**config.mk**
```make
export PLATFORM = sky130hd
export DESIGN_NAME = fexp_qconv
export DESIGN_NICKNAME = d
export VERILOG_FILES = /design/src/hw/rtl/fexp_pkg.sv /design/src/hw/rtl/fexp_qconv.sv
export SDC_FILE = /design/constraint.sdc
export NUM_CORES = 1
export LEC_CHECK = 0
export BUFFER_PORTS_ARGS = -buffer_cell sky130_fd_sc_hd__buf_2
export CELL_PAD_IN_SITES_DETAIL_PLACEMENT = 1
export CELL_PAD_IN_SITES_GLOBAL_PLACEMENT = 1
export CORE_ASPECT_RATIO = 0.6
export CORE_UTILIZATION = 45
export CTS_CLUSTER_DIAMETER = 120
export DETAILED_ROUTE_END_ITERATION = 6
export HOLD_SLACK_MARGIN = 0.03
export PLACE_DENSITY_LB_ADDON = 0.1
export SLEW_MARGIN = 10
export SYNTH_ARGS = -nofsm -noshare
export SYNTH_HDL_FRONTEND = slang
export SYNTH_SLANG_ARGS = --single-unit
```
**constraint.sdc**
```tcl
create_clock -name clk -period 9.2 [get_ports clk]
set_clock_uncertainty 0.15 [all_clocks]
set_input_delay 0.46 -clock clk [delete_from_list [all_inputs] [get_ports clk]]
set_output_delay 0.46 -clock clk [all_outputs]
set_load 0.02 [all_outputs]
```
**src/hw/rtl/fexp_pkg.sv**
```systemverilog
package fexp_pkg;

    // cells in the row: x*R, two reduction steps, six Horner steps, final scale
    localparam int NUM_CELLS   = 10;
    localparam int HORNER_BASE = 4;
    localparam int HORNER_TAIL = 5;

    localparam logic [31:0] EXP_LB_BITS  = 32'hC2CF_F1B5;
    localparam logic [31:0] EXP_UB_BITS  = 32'h42B1_7218;
    localparam logic [31:0] EXP_R_BITS   = 32'h3FB8_AA3B;
    localparam logic [31:0] NEG_C1_BITS  = 32'hBF31_7200;
    localparam logic [31:0] NEG_C2_BITS  = 32'hB5BF_BE8E;
    localparam logic [31:0] EXP_P6_BITS  = 32'h3AB4_2872;
    localparam logic [31:0] EXP_P5_BITS  = 32'h3C09_1DE6;
    localparam logic [31:0] EXP_P4_BITS  = 32'h3D2A_ADCC;
    localparam logic [31:0] EXP_P3_BITS  = 32'h3E2A_AA47;
    localparam logic [31:0] EXP_P2_BITS  = 32'h3EFF_FFFC;
    localparam logic [31:0] ONE_BITS     = 32'h3F80_0000;
    localparam logic [31:0] QNAN_BITS    = 32'h7FC0_0000;
    localparam logic [31:0] POS_ZERO     = 32'h0000_0000;

    // addends of the Horner steps after the first one
    localparam logic [31:0] HORNER_C [HORNER_TAIL] = '{
        EXP_P4_BITS, EXP_P3_BITS, EXP_P2_BITS, ONE_BITS, ONE_BITS
    };

    typedef struct packed {
        logic        last;
        logic        nan;
        logic [31:0] x;
        logic [31:0] z;
        logic [31:0] s;
        logic [15:0] q;
    } side_t;

endpackage

```
**src/hw/rtl/fexp_qconv.sv**
```systemverilog
module fexp_qconv
    import fexp_pkg::*;
(
    input  logic        clk,
    input  logic        rst_n,
    input  logic        en,
    input  logic        in_valid,
    input  logic [31:0] v,
    input  side_t       side_in,
    output logic        out_valid,
    output side_t       side_out
);

    logic [7:0]  ev;
    logic [23:0] mv;
    logic [3:0]  fsh;
    logic [38:0] fx;
    logic [14:0] ip;
    logic        rnd;
    logic [15:0] qmag, q_next;
    side_t       s1_next, s1_reg, s2_next, s2_reg;
    logic        v1_reg, v2_reg;

    // round half to even into a saturated 16-bit integer
    always_comb
    begin
        ev   = v[30:23];
        mv   = {|ev, v[22:0]};
        fsh  = 4'(ev - 8'd126);
        fx   = 39'(mv) << fsh;
        ip   = fx[38:24];
        rnd  = fx[23] & ((|fx[22:0]) | ip[0]);
        qmag = {1'b0, ip} + 16'(rnd);
        if (side_in.nan || ev < 8'd126)
        begin
            q_next = 16'd0;
        end
        else if (ev >= 8'd142)
        begin
            q_next = v[31] ? 16'h8000 : 16'h7FFF;
        end
        else if (v[31])
        begin
            q_next = -qmag;
        end
        else
        begin
            q_next = qmag[15] ? 16'h7FFF : qmag;
        end
        s1_next   = side_in;
        s1_next.q = q_next;
    end

    logic [16:0] zmag;
    logic [4:0]  pos;
    logic [39:0] zsh;

    // exact int to float of q
    always_comb
    begin
        zmag = s1_reg.q[15] ? (17'd0 - {1'b1, s1_reg.q}) : {1'b0, s1_reg.q};
        pos  = 5'd0;
        for (int i = 0; i < 17; i++)
        begin
            if (zmag[i])
            begin
                pos = 5'(i);
            end
        end
        zsh = {23'd0, zmag} << (5'd23 - pos);
        s2_next = s1_reg;
        if (zmag == 17'd0)
        begin
            s2_next.z = POS_ZERO;
        end
        else
        begin
            s2_next.z = {s1_reg.q[15], 8'd127 + {3'b000, pos}, zsh[22:0]};
        end
    end

    always_ff @(posedge clk or negedge rst_n)
    begin
        if (!rst_n)
        begin
            v1_reg <= 1'b0;
            v2_reg <= 1'b0;
        end
        else if (en)
        begin
            v1_reg <= in_valid;
            v2_reg <= v1_reg;
        end
    end

    always_ff @(posedge clk)
    begin
        if (en)
        begin
            s1_reg <= s1_next;
            s2_reg <= s2_next;
        end
    end

    assign out_valid = v2_reg;
    assign side_out  = s2_reg;

endmodule

```
==> impl_metrics.py <==
metrics = {
    "setup_path": {
        "critPathArrivalTime_ps": 5810,
        "cpPeakStageDelay_ps": 760,
        "crit_type": "in2reg",
        "crit_family": "simple AND/OR/NAND/NOR gates",
        "slowest_stage": "buf_2",
        "crit_chain": "buf_2 > ha_1 > buf_4 > mux2i_1 > mux2i_1 > mux4_2 > and2_1 > ha_1 > inv_1 > a221o_1 > nor2b_1 > xor2_1 > a2111oi_2 > nand4_1 > or4_1 > nor4_1 > nor4b_1",
        "start_kind": "primary input",
        "critPathMaxFanout": 52,
        "crit_buf_inv": 3,
        "worst_ep_required_time_ps": 9240,
        "crit_path_end_kind": "flop",
    },
    "clocking": {
        "cts_tree": "done",
        "clock-sinks": 198,
        "worst_skew_pair.late_latency_ps": 450,
        "cts_buffer_depth": 2,
        "htreeDepth": 4,
        "cts_resized": 0,
        "clkTransAtPathRegs_ps": 80,
        "cts_buffers": 17,
        "root_buffer": "clkbuf_16",
    },
    "sta": {
        "worstMarginPinSlew_ps": 1150,
        "maxSlewViolCount": 0,
        "rsz0062_at_grt": "no",
        "max-slew-margin-rel": 0.233,
        "hold_slack_ps": 43.5,
        "timing.fmax_mhz": 173,
        "tns_ps": 0,
        "period_share": 0.627,
        "setup_viol": 0,
        "fin_crit_ps": 5770,
        "finalHoldViolCount": 0,
    },
    "power": {
        "p_per_area_mw_per_mm2": 202,
        "total_power_mw": 2.43,
        "p_leak_nw": 4.66,
        "ir_drop_mv": 0.183,
    },
    "routing": {
        "via_count": 7293,
        "drt-wirelength-per-cell_um": 22.9,
        "drt_wl_total_um": 29000,
        "drc": 0,
        "dr.pass1.iters": 5,
        "dr.first_iter.drc_count": 626,
        "detail-route-antenna-nets": 0,
        "viasPerCell": 5.77,
    },
    "global_routing": {
        "grt.total_usage": 0.272,
        "grt_max_degree": 109,
        "grt-ovfl-total": 0,
        "grt_pass1_wl_um": 44100,
        "grt_pass1_vias": 7576,
        "antenna_found_initial": 1,
    },
    "placed_design": {
        "dpl_cell_area_sq_mm": 0.0109,
        "portBuffers": 216,
        "hpwl_um": 19400,
        "routabilityCongestion": 0.860,
    },
    "synth": {
        "synth_area_per_cell_sq_um": 13.5,
        "synth.distinct_cells": 81,
        "ys_seq_elements": 198,
        "synth_edf_count": 196,
        "synth-warning-count": 0,
        "synth_area_sq_mm": 0.00956,
        "synthDominantCellAreaShare": 0.616,
        "ys_seq_area_frac": 0.621,
        "yosysTopAreaCell": "edfxtp_1",
        "synth_flop_cell": "edfxtp_1",
        "syn_inst": 708,
        "synthTopCellsByArea": "edfxtp_1 (62%), mux2i_1 (3.8%), mux4_2 (3.5%), xnor2_1 (1.8%), nor2_1 (1.8%)",
        "synthArstFlopShare": 0.0101,
    },
    "floorplanning": {
        "coreArea_sq_mm": 0.0204,
        "die_h_um": 115,
        "rows": 40,
        "die_x_um": 190,
        "dieArea_sq_mm": 0.0218,
        "io-pin-count": 265,
        "start_util": 0.468,
    },
    "final_layout": {
        "fin_nets": 1132,
        "largest_reg_flops": 114,
        "drive_gt1_frac": 0.301,
        "diodes": 0,
        "final_cell_mix": "buf_2 (215), edfxtp_1 (196), dlygate4sd3_1 (51), nor2_1 (46), mux2i_1 (36)",
        "final_common_cell": "buf_2",
        "n_fill_cell": 2108,
        "final_area_sq_mm": 0.0120,
        "syn_to_final_growth_pct": 26.0,
    },
    "run": {
        "maxCapViolations": 0,
    },
    "run_status": {
        "outcome": "finished, final reports clean",
    },
    "worst_hold_path": {
        "hold_class": "in2reg",
    },
}
## per-layer routing
layer,wire length (um),global-route usage,vias to the layer above
li1,-,-,3317
met1,12800,0.364,3680
met2,13400,0.434,265
met3,2280,0.0788,29
met4,397,0.0768,2
met5,14,0,-
## cell usage after synthesis (5+ instances only)
cell type,n
nand2_1,34
nand3_1,20
a31oi_1,8
xnor2_1,20
or2_2,5
xor2_1,12
or4_1,7
o22ai_1,8
nand4_1,6
mux2_2,12
or3_1,7
and3_1,7
mux2i_1,36
ha_1,5
nor2b_1,8
inv_1,18
o31ai_1,12
nand2b_1,8
o21ai_0,25
mux4_2,15
nor2_1,46
buf_2,11
a21oi_1,32
nor4_1,7
a21o_1,6
a221oi_1,9
and2_1,10
nor3_1,22
edfxtp_1,196
clkbuf_1,10
## worst paths after layout
kind / startpoint / to / slack (ps) / cells after the start
max: v[24] / s1_reg[15] / 3430 / 17
max reg2reg: s1_reg[0] / side_out[69] / 4330 / 11
min reg2reg: s1_reg[91] / side_out[91] / 270 / 0
min: side_in[104] / s1_reg[104] / 40 / 1
min in group asynchronous: rst_n / out_valid / 210 / 2
max in group asynchronous: rst_n / v1_reg / 8580 / 2
## worst register-to-register path, stage by stage, from the launching register on
cell	delay [ps]
edfxtp_1	520
inv_1	130
ha_1	260
or4b_1	620
o31ai_1	330
xnor2_1	290
or4_1	460
nor2b_4	130
nor2_1	880
mux2_2	430
a21oi_1	260
o22ai_1	130
## through the flow
stage,worst slack [ps],util,instances
3_5_place_dp,3070,0.534,1180
2_1_floorplan,4750,-,716
6_report,3430,0.590,1263
4_1_cts,3550,0.590,1263
3_3_place_gp,3290,0.534,1180
5_1_grt,3020,0.590,1263
## kinds of logic (layout without fill, tap and decap cells)
logic type	count (synthesis)	after routing	share of synthesized area
XOR/XNOR	32	32	0.0293
adder cells (fa/ha/maj)	5	5	0.00655
AND/OR/NAND/NOR	210	210	0.120
buffers and inverters	47	321	0.0216
multiplexers	63	63	0.0872
other	1	9	0.000392
flip-flops	198	198	0.621
AO/OA/AOI/OAI	152	152	0.114
## area by class of cell
class / count / area (sq um) / share of cell area
Clock buffer: 17 / 425 / 0.0353
Clock inverter: 15 / 201 / 0.0167
Inverter: 19 / 71.3 / 0.00592
Multi-Input combinational cell: 471 / 3440 / 0.286
Sequential cell: 198 / 5940 / 0.493
Tap cell: 273 / 342 / 0.0284
Timing Repair Buffer: 270 / 1620 / 0.135
## timing repair
action | in CTS | in global routing
setup buffers | 0 | 0
endpoints found under the hold margin | 52 | 0
hold buffers | 51 | 0
## where the power goes
group	total (mW)	leakage, nW	internal (mW)	switching, mW
registers	1.12	1.94	1.09	0.0370
clock network	0.794	0.299	0.436	0.358
logic	0.513	2.42	0.187	0.326
No activity file was read; power rests on OpenSTA's default activity.
