### src/hw/rtl/fexp_pkg.sv
package fexp_pkg;

    // cells in the row: x*R, two reduction steps, six Horner steps, final scale
    localparam int NUM_CELLS   = 10;
    localparam int HORNER_BASE = 4;
    localparam int HORNER_TAIL = 5;

    localparam logic [31:0] EXP_LB_BITS  = 32'hC2CF_F1B5;
    localparam logic [31:0] EXP_UB_BITS  = 32'h42B1_7218;
    localparam logic [31:0] EXP_R_BITS   = 32'h3FB8_AA3B;
    localparam logic [31:0] NEG_C1_BITS  = 32'hBF31_7200;
    localparam logic [31:0] NEG_C2_BITS  = 32'hB5BF_BE8E;
    localparam logic [31:0] EXP_P6_BITS  = 32'h3AB4_2872;
    localparam logic [31:0] EXP_P5_BITS  = 32'h3C09_1DE6;
    localparam logic [31:0] EXP_P4_BITS  = 32'h3D2A_ADCC;
    localparam logic [31:0] EXP_P3_BITS  = 32'h3E2A_AA47;
    localparam logic [31:0] EXP_P2_BITS  = 32'h3EFF_FFFC;
    localparam logic [31:0] ONE_BITS     = 32'h3F80_0000;
    localparam logic [31:0] QNAN_BITS    = 32'h7FC0_0000;
    localparam logic [31:0] POS_ZERO     = 32'h0000_0000;

    // addends of the Horner steps after the first one
    localparam logic [31:0] HORNER_C [HORNER_TAIL] = '{
        EXP_P4_BITS, EXP_P3_BITS, EXP_P2_BITS, ONE_BITS, ONE_BITS
    };

    typedef struct packed {
        logic        last;
        logic        nan;
        logic [31:0] x;
        logic [31:0] z;
        logic [31:0] s;
        logic [15:0] q;
    } side_t;

endpackage

### src/hw/rtl/fexp_fma_cell.sv
module fexp_fma_cell
    import fexp_pkg::*;
(
    input  logic        clk,
    input  logic        rst_n,
    input  logic        en,
    input  logic        in_valid,
    input  logic [31:0] a,
    input  logic [31:0] b,
    input  logic [31:0] c,
    input  side_t       side_in,
    output logic        out_valid,
    output logic [31:0] res,
    output side_t       side_out
);

    function automatic logic [6:0] lzc78(input logic [77:0] v);
        logic [6:0] n;
        n = 7'd78;
        for (int i = 0; i < 78; i++)
        begin
            if (v[i])
            begin
                n = 7'(77 - i);
            end
        end
        return n;
    endfunction

    logic v1_reg, v2_reg, v3_reg, v4_reg, v5_reg, v6_reg;
    side_t side1_reg, side2_reg, side3_reg, side4_reg, side5_reg, side6_reg;

    // stage 1: unpack and multiply
    logic [7:0]  ea, eb, ec;
    logic [23:0] ma, mb, mc;
    logic [47:0] prod_next;
    logic signed [10:0] ep_next, ec_next;
    logic [47:0] p_reg;
    logic [23:0] mc_reg;
    logic signed [10:0] ep_reg, ec_reg;
    logic sp1_reg, sc1_reg;

    always_comb
    begin
        ea = (a[30:23] == 8'd0) ? 8'd1 : a[30:23];
        eb = (b[30:23] == 8'd0) ? 8'd1 : b[30:23];
        ec = (c[30:23] == 8'd0) ? 8'd1 : c[30:23];
        ma = {|a[30:23], a[22:0]};
        mb = {|b[30:23], b[22:0]};
        mc = {|c[30:23], c[22:0]};
        prod_next = ma * mb;
        ep_next = $signed({3'b000, ea}) + $signed({3'b000, eb}) - 11'sd300;
        ec_next = $signed({3'b000, ec}) - 11'sd150;
    end

    // stage 2: align the addend against the product and add
    logic signed [10:0] sh, nsh, e0_next;
    logic        pz, sat, lost_c;
    logic [23:0] crs;
    logic [76:0] pf, cf;
    logic [78:0] r_next;
    logic [78:0] r_reg;
    logic signed [10:0] e0_reg;
    logic sp2_reg, sc2_reg;

    always_comb
    begin
        sh     = ec_reg - ep_reg + 11'sd3;
        nsh    = -sh;
        pz     = (p_reg == 48'd0);
        sat    = pz || (sh > 11'sd53);
        crs    = 24'd0;
        lost_c = 1'b0;
        if (nsh > 11'sd25)
        begin
            lost_c = |mc_reg;
        end
        else
        begin
            crs    = mc_reg >> nsh[4:0];
            lost_c = |(mc_reg & ((24'd1 << nsh[4:0]) - 24'd1));
        end
        if (sat)
        begin
            pf = {76'd0, !pz};
            cf = {mc_reg, 53'd0};
            e0_next = ec_reg - 11'sd53;
        end
        else
        begin
            pf = {26'd0, p_reg, 3'b000};
            e0_next = ep_reg - 11'sd3;
            if (sh >= 11'sd0)
            begin
                cf = 77'(mc_reg) << sh[5:0];
            end
            else
            begin
                // bits shifted out below the frame are jammed into its lsb
                cf = {53'd0, crs[23:1], crs[0] | lost_c};
            end
        end
        if (sp1_reg == sc1_reg)
        begin
            r_next = {2'b00, pf} + {2'b00, cf};
        end
        else
        begin
            r_next = {2'b00, pf} - {2'b00, cf};
        end
    end

    // stage 3: magnitude
    logic [77:0] mag_next, mag3_reg;
    logic signed [10:0] epre3_reg;
    logic sign3_reg, sz3_reg;

    always_comb
    begin
        mag_next = r_reg[78] ? (~r_reg[77:0] + 78'd1) : r_reg[77:0];
    end

    // stage 4: leading zero count
    logic [77:0] mag4_reg;
    logic [6:0]  lz4_reg;
    logic signed [10:0] epre4_reg;
    logic sign4_reg, sz4_reg, zero4_reg;

    // stage 5: normalise, work out exponent and denormal shift
    logic [77:0] norm;
    logic signed [10:0] e5, k5;
    logic [4:0]  k_next;
    logic [7:0]  ef_next;
    logic [24:0] top5_reg;
    logic        st5_reg, ovf5_reg, sign5_reg, sz5_reg, zero5_reg;
    logic [4:0]  k5_reg;
    logic [7:0]  ef5_reg;

    always_comb
    begin
        norm = mag4_reg << lz4_reg;
        e5   = epre4_reg - $signed({4'b0000, lz4_reg});
        k5   = 11'sd1 - e5;
        if (e5 >= 11'sd1)
        begin
            k_next  = 5'd0;
            ef_next = e5[7:0];
        end
        else if (e5 < -11'sd24)
        begin
            k_next  = 5'd26;
            ef_next = 8'd0;
        end
        else
        begin
            k_next  = k5[4:0];
            ef_next = 8'd0;
        end
    end

    // stage 6: denormal shift and round to nearest even
    logic [24:0] tsh;
    logic        lost_t, st_all, inc;
    logic [23:0] mant;
    logic [30:0] pk;
    logic [31:0] res_next, res_reg;

    always_comb
    begin
        tsh    = top5_reg >> k5_reg;
        lost_t = |(top5_reg & ((25'd1 << k5_reg) - 25'd1));
        st_all = st5_reg | lost_t;
        mant   = tsh[24:1];
        inc    = tsh[0] & (st_all | mant[0]);
        // a carry out of the fraction steps the exponent field
        pk     = {ef5_reg, mant[22:0]} + 31'(inc);
        if (zero5_reg)
        begin
            res_next = {sz5_reg, 31'd0};
        end
        else if (ovf5_reg)
        begin
            res_next = {sign5_reg, 8'hFF, 23'd0};
        end
        else
        begin
            res_next = {sign5_reg, pk};
        end
    end

    always_ff @(posedge clk or negedge rst_n)
    begin
        if (!rst_n)
        begin
            v1_reg <= 1'b0;
            v2_reg <= 1'b0;
            v3_reg <= 1'b0;
            v4_reg <= 1'b0;
            v5_reg <= 1'b0;
            v6_reg <= 1'b0;
        end
        else if (en)
        begin
            v1_reg <= in_valid;
            v2_reg <= v1_reg;
            v3_reg <= v2_reg;
            v4_reg <= v3_reg;
            v5_reg <= v4_reg;
            v6_reg <= v5_reg;
        end
    end

    always_ff @(posedge clk)
    begin
        if (en)
        begin
            side1_reg <= side_in;
            p_reg     <= prod_next;
            mc_reg    <= mc;
            ep_reg    <= ep_next;
            ec_reg    <= ec_next;
            sp1_reg   <= a[31] ^ b[31];
            sc1_reg   <= c[31];

            side2_reg <= side1_reg;
            r_reg     <= r_next;
            e0_reg    <= e0_next;
            sp2_reg   <= sp1_reg;
            sc2_reg   <= sc1_reg;

            side3_reg <= side2_reg;
            mag3_reg  <= mag_next;
            epre3_reg <= e0_reg + 11'sd204;
            sign3_reg <= sp2_reg ^ r_reg[78];
            sz3_reg   <= sp2_reg & sc2_reg;

            side4_reg <= side3_reg;
            mag4_reg  <= mag3_reg;
            lz4_reg   <= lzc78(mag3_reg);
            epre4_reg <= epre3_reg;
            sign4_reg <= sign3_reg;
            sz4_reg   <= sz3_reg;
            zero4_reg <= (mag3_reg == 78'd0);

            side5_reg <= side4_reg;
            top5_reg  <= norm[77:53];
            st5_reg   <= |norm[52:0];
            k5_reg    <= k_next;
            ef5_reg   <= ef_next;
            ovf5_reg  <= (e5 > 11'sd254);
            sign5_reg <= sign4_reg;
            sz5_reg   <= sz4_reg;
            zero5_reg <= zero4_reg;

            side6_reg <= side5_reg;
            res_reg   <= res_next;
        end
    end

    assign out_valid = v6_reg;
    assign res       = res_reg;
    assign side_out  = side6_reg;

endmodule

### config.mk
export PLATFORM = sky130hd
export DESIGN_NAME = fexp_fma_cell
export DESIGN_NICKNAME = d
export VERILOG_FILES = /design/src/hw/rtl/fexp_pkg.sv /design/src/hw/rtl/fexp_fma_cell.sv
export SDC_FILE = /design/constraint.sdc
export NUM_CORES = 2
export LEC_CHECK = 0
export BUFFER_PORTS_ARGS = -buffer_cell sky130_fd_sc_hd__buf_2
export CORE_ASPECT_RATIO = 1.2
export CORE_MARGIN = 10
export CORE_UTILIZATION = 63
export DETAILED_ROUTE_END_ITERATION = 7
export GPL_ROUTABILITY_DRIVEN = 0
export PLACE_DENSITY = 0.81
export SLEW_MARGIN = 20
export SYNTH_ARGS = -nofsm -noshare
export SYNTH_HDL_FRONTEND = slang
export SYNTH_SLANG_ARGS = --single-unit
### constraint.sdc
create_clock -name clk -period 8.78 [get_ports clk]
set_input_delay 1.756 -clock clk [delete_from_list [all_inputs] [get_ports clk]]
set_output_delay 1.756 -clock clk [all_outputs]
set_load 0.05 [all_outputs]
==> impl_metrics.tcl <==
set metrics [dict create \
    status "completed" \
    hp-class "reg2reg" \
    arrival_ns 8.97 \
    clock_latency_ns 0.76 \
    die_area_mm2 0.135 \
    clkSinkCount 1140 \
    grt_pass1_vias 54592 \
    endpoint_kind "flip-flop" \
    cts_buffers 106 \
    critical_path.startpoint "a[10]" \
    antenna_found_initial 7 \
    core_area_mm2 0.120 \
    finalNetCount 8328 \
    rsz0062_at_grt "yes" \
    synth_seq_cells 1140 \
    worst_slack_ns 0.240 \
    first_iter_violations 6177 \
    ios 361 \
    viasPerCell 6.10 \
    slew_headroom_pct 22.3 \
    dpl.hpwl_um 139000 \
    crit_slowest_cell "fa_1" \
    ant_nets 0 \
    num_rows 139 \
    cp_slowest_stage_delay_ns 0.56 \
    area_growth_pct 10.6 \
    fin_util_pct 70.1 \
    cts-root-buf "clkbuf_16" \
    ys_types 111 \
    die_h_um 400 \
    setup_viol 0 \
    synth_cells 6930 \
    ys.warnings.count 0 \
    ys.flop_type "edfxtp_1" \
    min-delay-start "side4_reg[75]$_DFFE_PP_" \
    yosysSeqAreaShare_pct 45.1 \
    num_vias 54558 \
    required_ns 9.21 \
    syn-num-nets 7959 \
    drt_pass1_iterations 7 \
    synth_edf_count 1134 \
    syn_area_per_cell_um2 10.9 \
    cp_max_fo 8 \
    cts.clk_slew.worst_paths_ns 0.06 \
    drive_above_1_share_pct 13.4 \
    drc 0 \
    ctsHoldBuffers 0 \
    hold_viol 0 \
    pre_cts_ws_ns -0.641 \
    syn_area_mm2 0.0759 \
    cts_buffer_depth 3 \
    wl_per_cell_um 20.6 \
    grt_max_degree 216 \
    fin_cells 8941 \
    post-route-period-util_pct 97.3 \
    grt_overflow 0 \
    max_freq_mhz 117 \
    grt_pass1_wl_um 288000 \
    finalMaxSlewViolations 0 \
    min_period_ns 8.54 \
    worst_r2r_startpoint "ep_reg[1]$_DFFE_PP_" \
    drt-total-wl_um 184000 \
    cts_htree_levels 3 \
    clock_skew_ns 0.0830 \
    maxCapViolations 0 \
    cts_tree "yes" \
    start_kind "primary input" \
    place_inst 8740 \
    start_util_pct 63.4 \
    grtUsageTotal_pct 26.9 \
    path_common_cell "fa_1" \
    critPathKind "in2reg" \
    port_buffers 360 \
    async_reset_ff_share_pct 0.526 \
    tns_ns 0 \
    die_w_um 337 \
    worst_pin_slew_ns 1.16 \
]
==> critical path: cells and delay by family <==
family / cells / cell delay [ns]
and+or+nand+nor: 7 / 1.00
adders and majority gates: 8 / 3.59
buffers and inverters: 8 / 0.88
xor gates and xnor gates: 1 / 0.13
AOI/OAI and AO/OA: 8 / 1.62
==> final timing paths <==
kind | end | cells after the start | slack [ns]
min in group asynchronous | v1_reg$_DFFE_PN0P_ | 1 | 0.85
max in group asynchronous | v5_reg$_DFFE_PN0P_ | 1 | 7.79
hold reg to reg | side5_reg[75]$_DFFE_PP_ | 0 | 0.39
hold / removal | side5_reg[75]$_DFFE_PP_ | 0 | 0.39
setup reg to reg | r_reg[57]$_DFFE_PP_ | 38 | 0.27
setup / recovery | p_reg[47]$_DFFE_PP_ | 32 | 0.24
==> cells in the final DEF, fill, tap and decap left out, types with 41 or more instances in the layout <==
master,Yosys,routed
a211oi_1,48,46
a21o_1,50,50
a21oi_1,356,354
a31oi_1,53,51
and2_1,274,273
buf_2,22,360
buf_4,12,247
clkbuf_16,0,106
edfxtp_1,1134,1134
fa_1,485,484
ha_1,330,328
inv_1,688,688
mux2i_1,143,143
mux4_2,83,83
nand2_1,870,870
nand3_1,87,87
nor2_1,511,510
nor2b_1,41,41
nor3_1,93,93
nor4_1,63,63
o21ai_0,313,312
o21bai_1,55,54
o31ai_1,58,56
xnor2_1,213,208
xor2_1,65,62
==> layout make-up <==
cell class,count,area (µm²)
diodes,5,12.5
repair buffers,619,3860
multi-input cells,4738,37800
inverters,694,2610
well taps,1551,1940
fillers,8441,35800
clock buffers,120,2710
flip-flops and latches,1140,34200
clock inverters,74,729
==> through the flow <==
stage	hold WS (ns)	cell area, µm²
2_1_floorplan	0.400	75900
3_3_place_gp	0.400	80300
3_5_place_dp	0.405	80300
4_1_cts	0.389	83700
5_1_grt	0.386	83900
6_report	0.389	83900
==> layer usage <==
metal / vias to the layer above / track usage [%] / routed length, µm
li1: 24833 / - / -
met1: 26189 / 31.0 / 65700
met2: 2785 / 47.7 / 93700
met3: 747 / 3.94 / 13400
met4: 4 / 15.8 / 11700
met5: - / 0 / 35
==> synth_stat cells, types with 37 or more instances <==
| library cell | count | area [µm²] |
|---|---|---|
| edfxtp_1 | 1134 | 34100 |
| fa_1 | 485 | 9710 |
| o22ai_1 | 41 | 257 |
| buf_1 | 37 | 139 |
| o31ai_1 | 58 | 435 |
| o21bai_1 | 55 | 413 |
| and2_1 | 274 | 1710 |
| xnor2_1 | 213 | 1870 |
| a21oi_1 | 356 | 1780 |
| nand3_1 | 87 | 435 |
| inv_1 | 688 | 2580 |
| nand2_1 | 870 | 3270 |
| xor2_1 | 65 | 569 |
| nor3_1 | 93 | 465 |
| a21o_1 | 50 | 375 |
| or3_1 | 40 | 250 |
| a211oi_1 | 48 | 360 |
| o21ai_0 | 313 | 1570 |
| nor2b_1 | 41 | 257 |
| ha_1 | 330 | 4130 |
| nand2b_1 | 38 | 238 |
| nor4_1 | 63 | 394 |
| mux4_2 | 83 | 1870 |
| clkbuf_1 | 285 | 1070 |
| nor2_1 | 511 | 1920 |
| a31oi_1 | 53 | 332 |
| nand4_1 | 40 | 250 |
| mux2i_1 | 143 | 1430 |
==> what timing repair did <==
item,CTS,global route
setup buffers,0,1
resized for setup,0,28
setup endpoints to repair,0,38
==> logic make-up after synthesis <==
kind of cell | after synthesis | share of synthesized area [%]
and+or+nand+nor | 2180 | 13.3
DFF | 1140 | 45.1
muxes | 258 | 4.83
buffers and inverters | 1052 | 5.31
xor gates and xnor gates | 280 | 3.25
AOI/OAI and AO/OA | 1205 | 9.95
adders and majority gates | 815 | 18.2
Power is left out: the tool's default activity adds up to more than one toggle a clock period on the data nets, which glitch-free logic cannot reach.
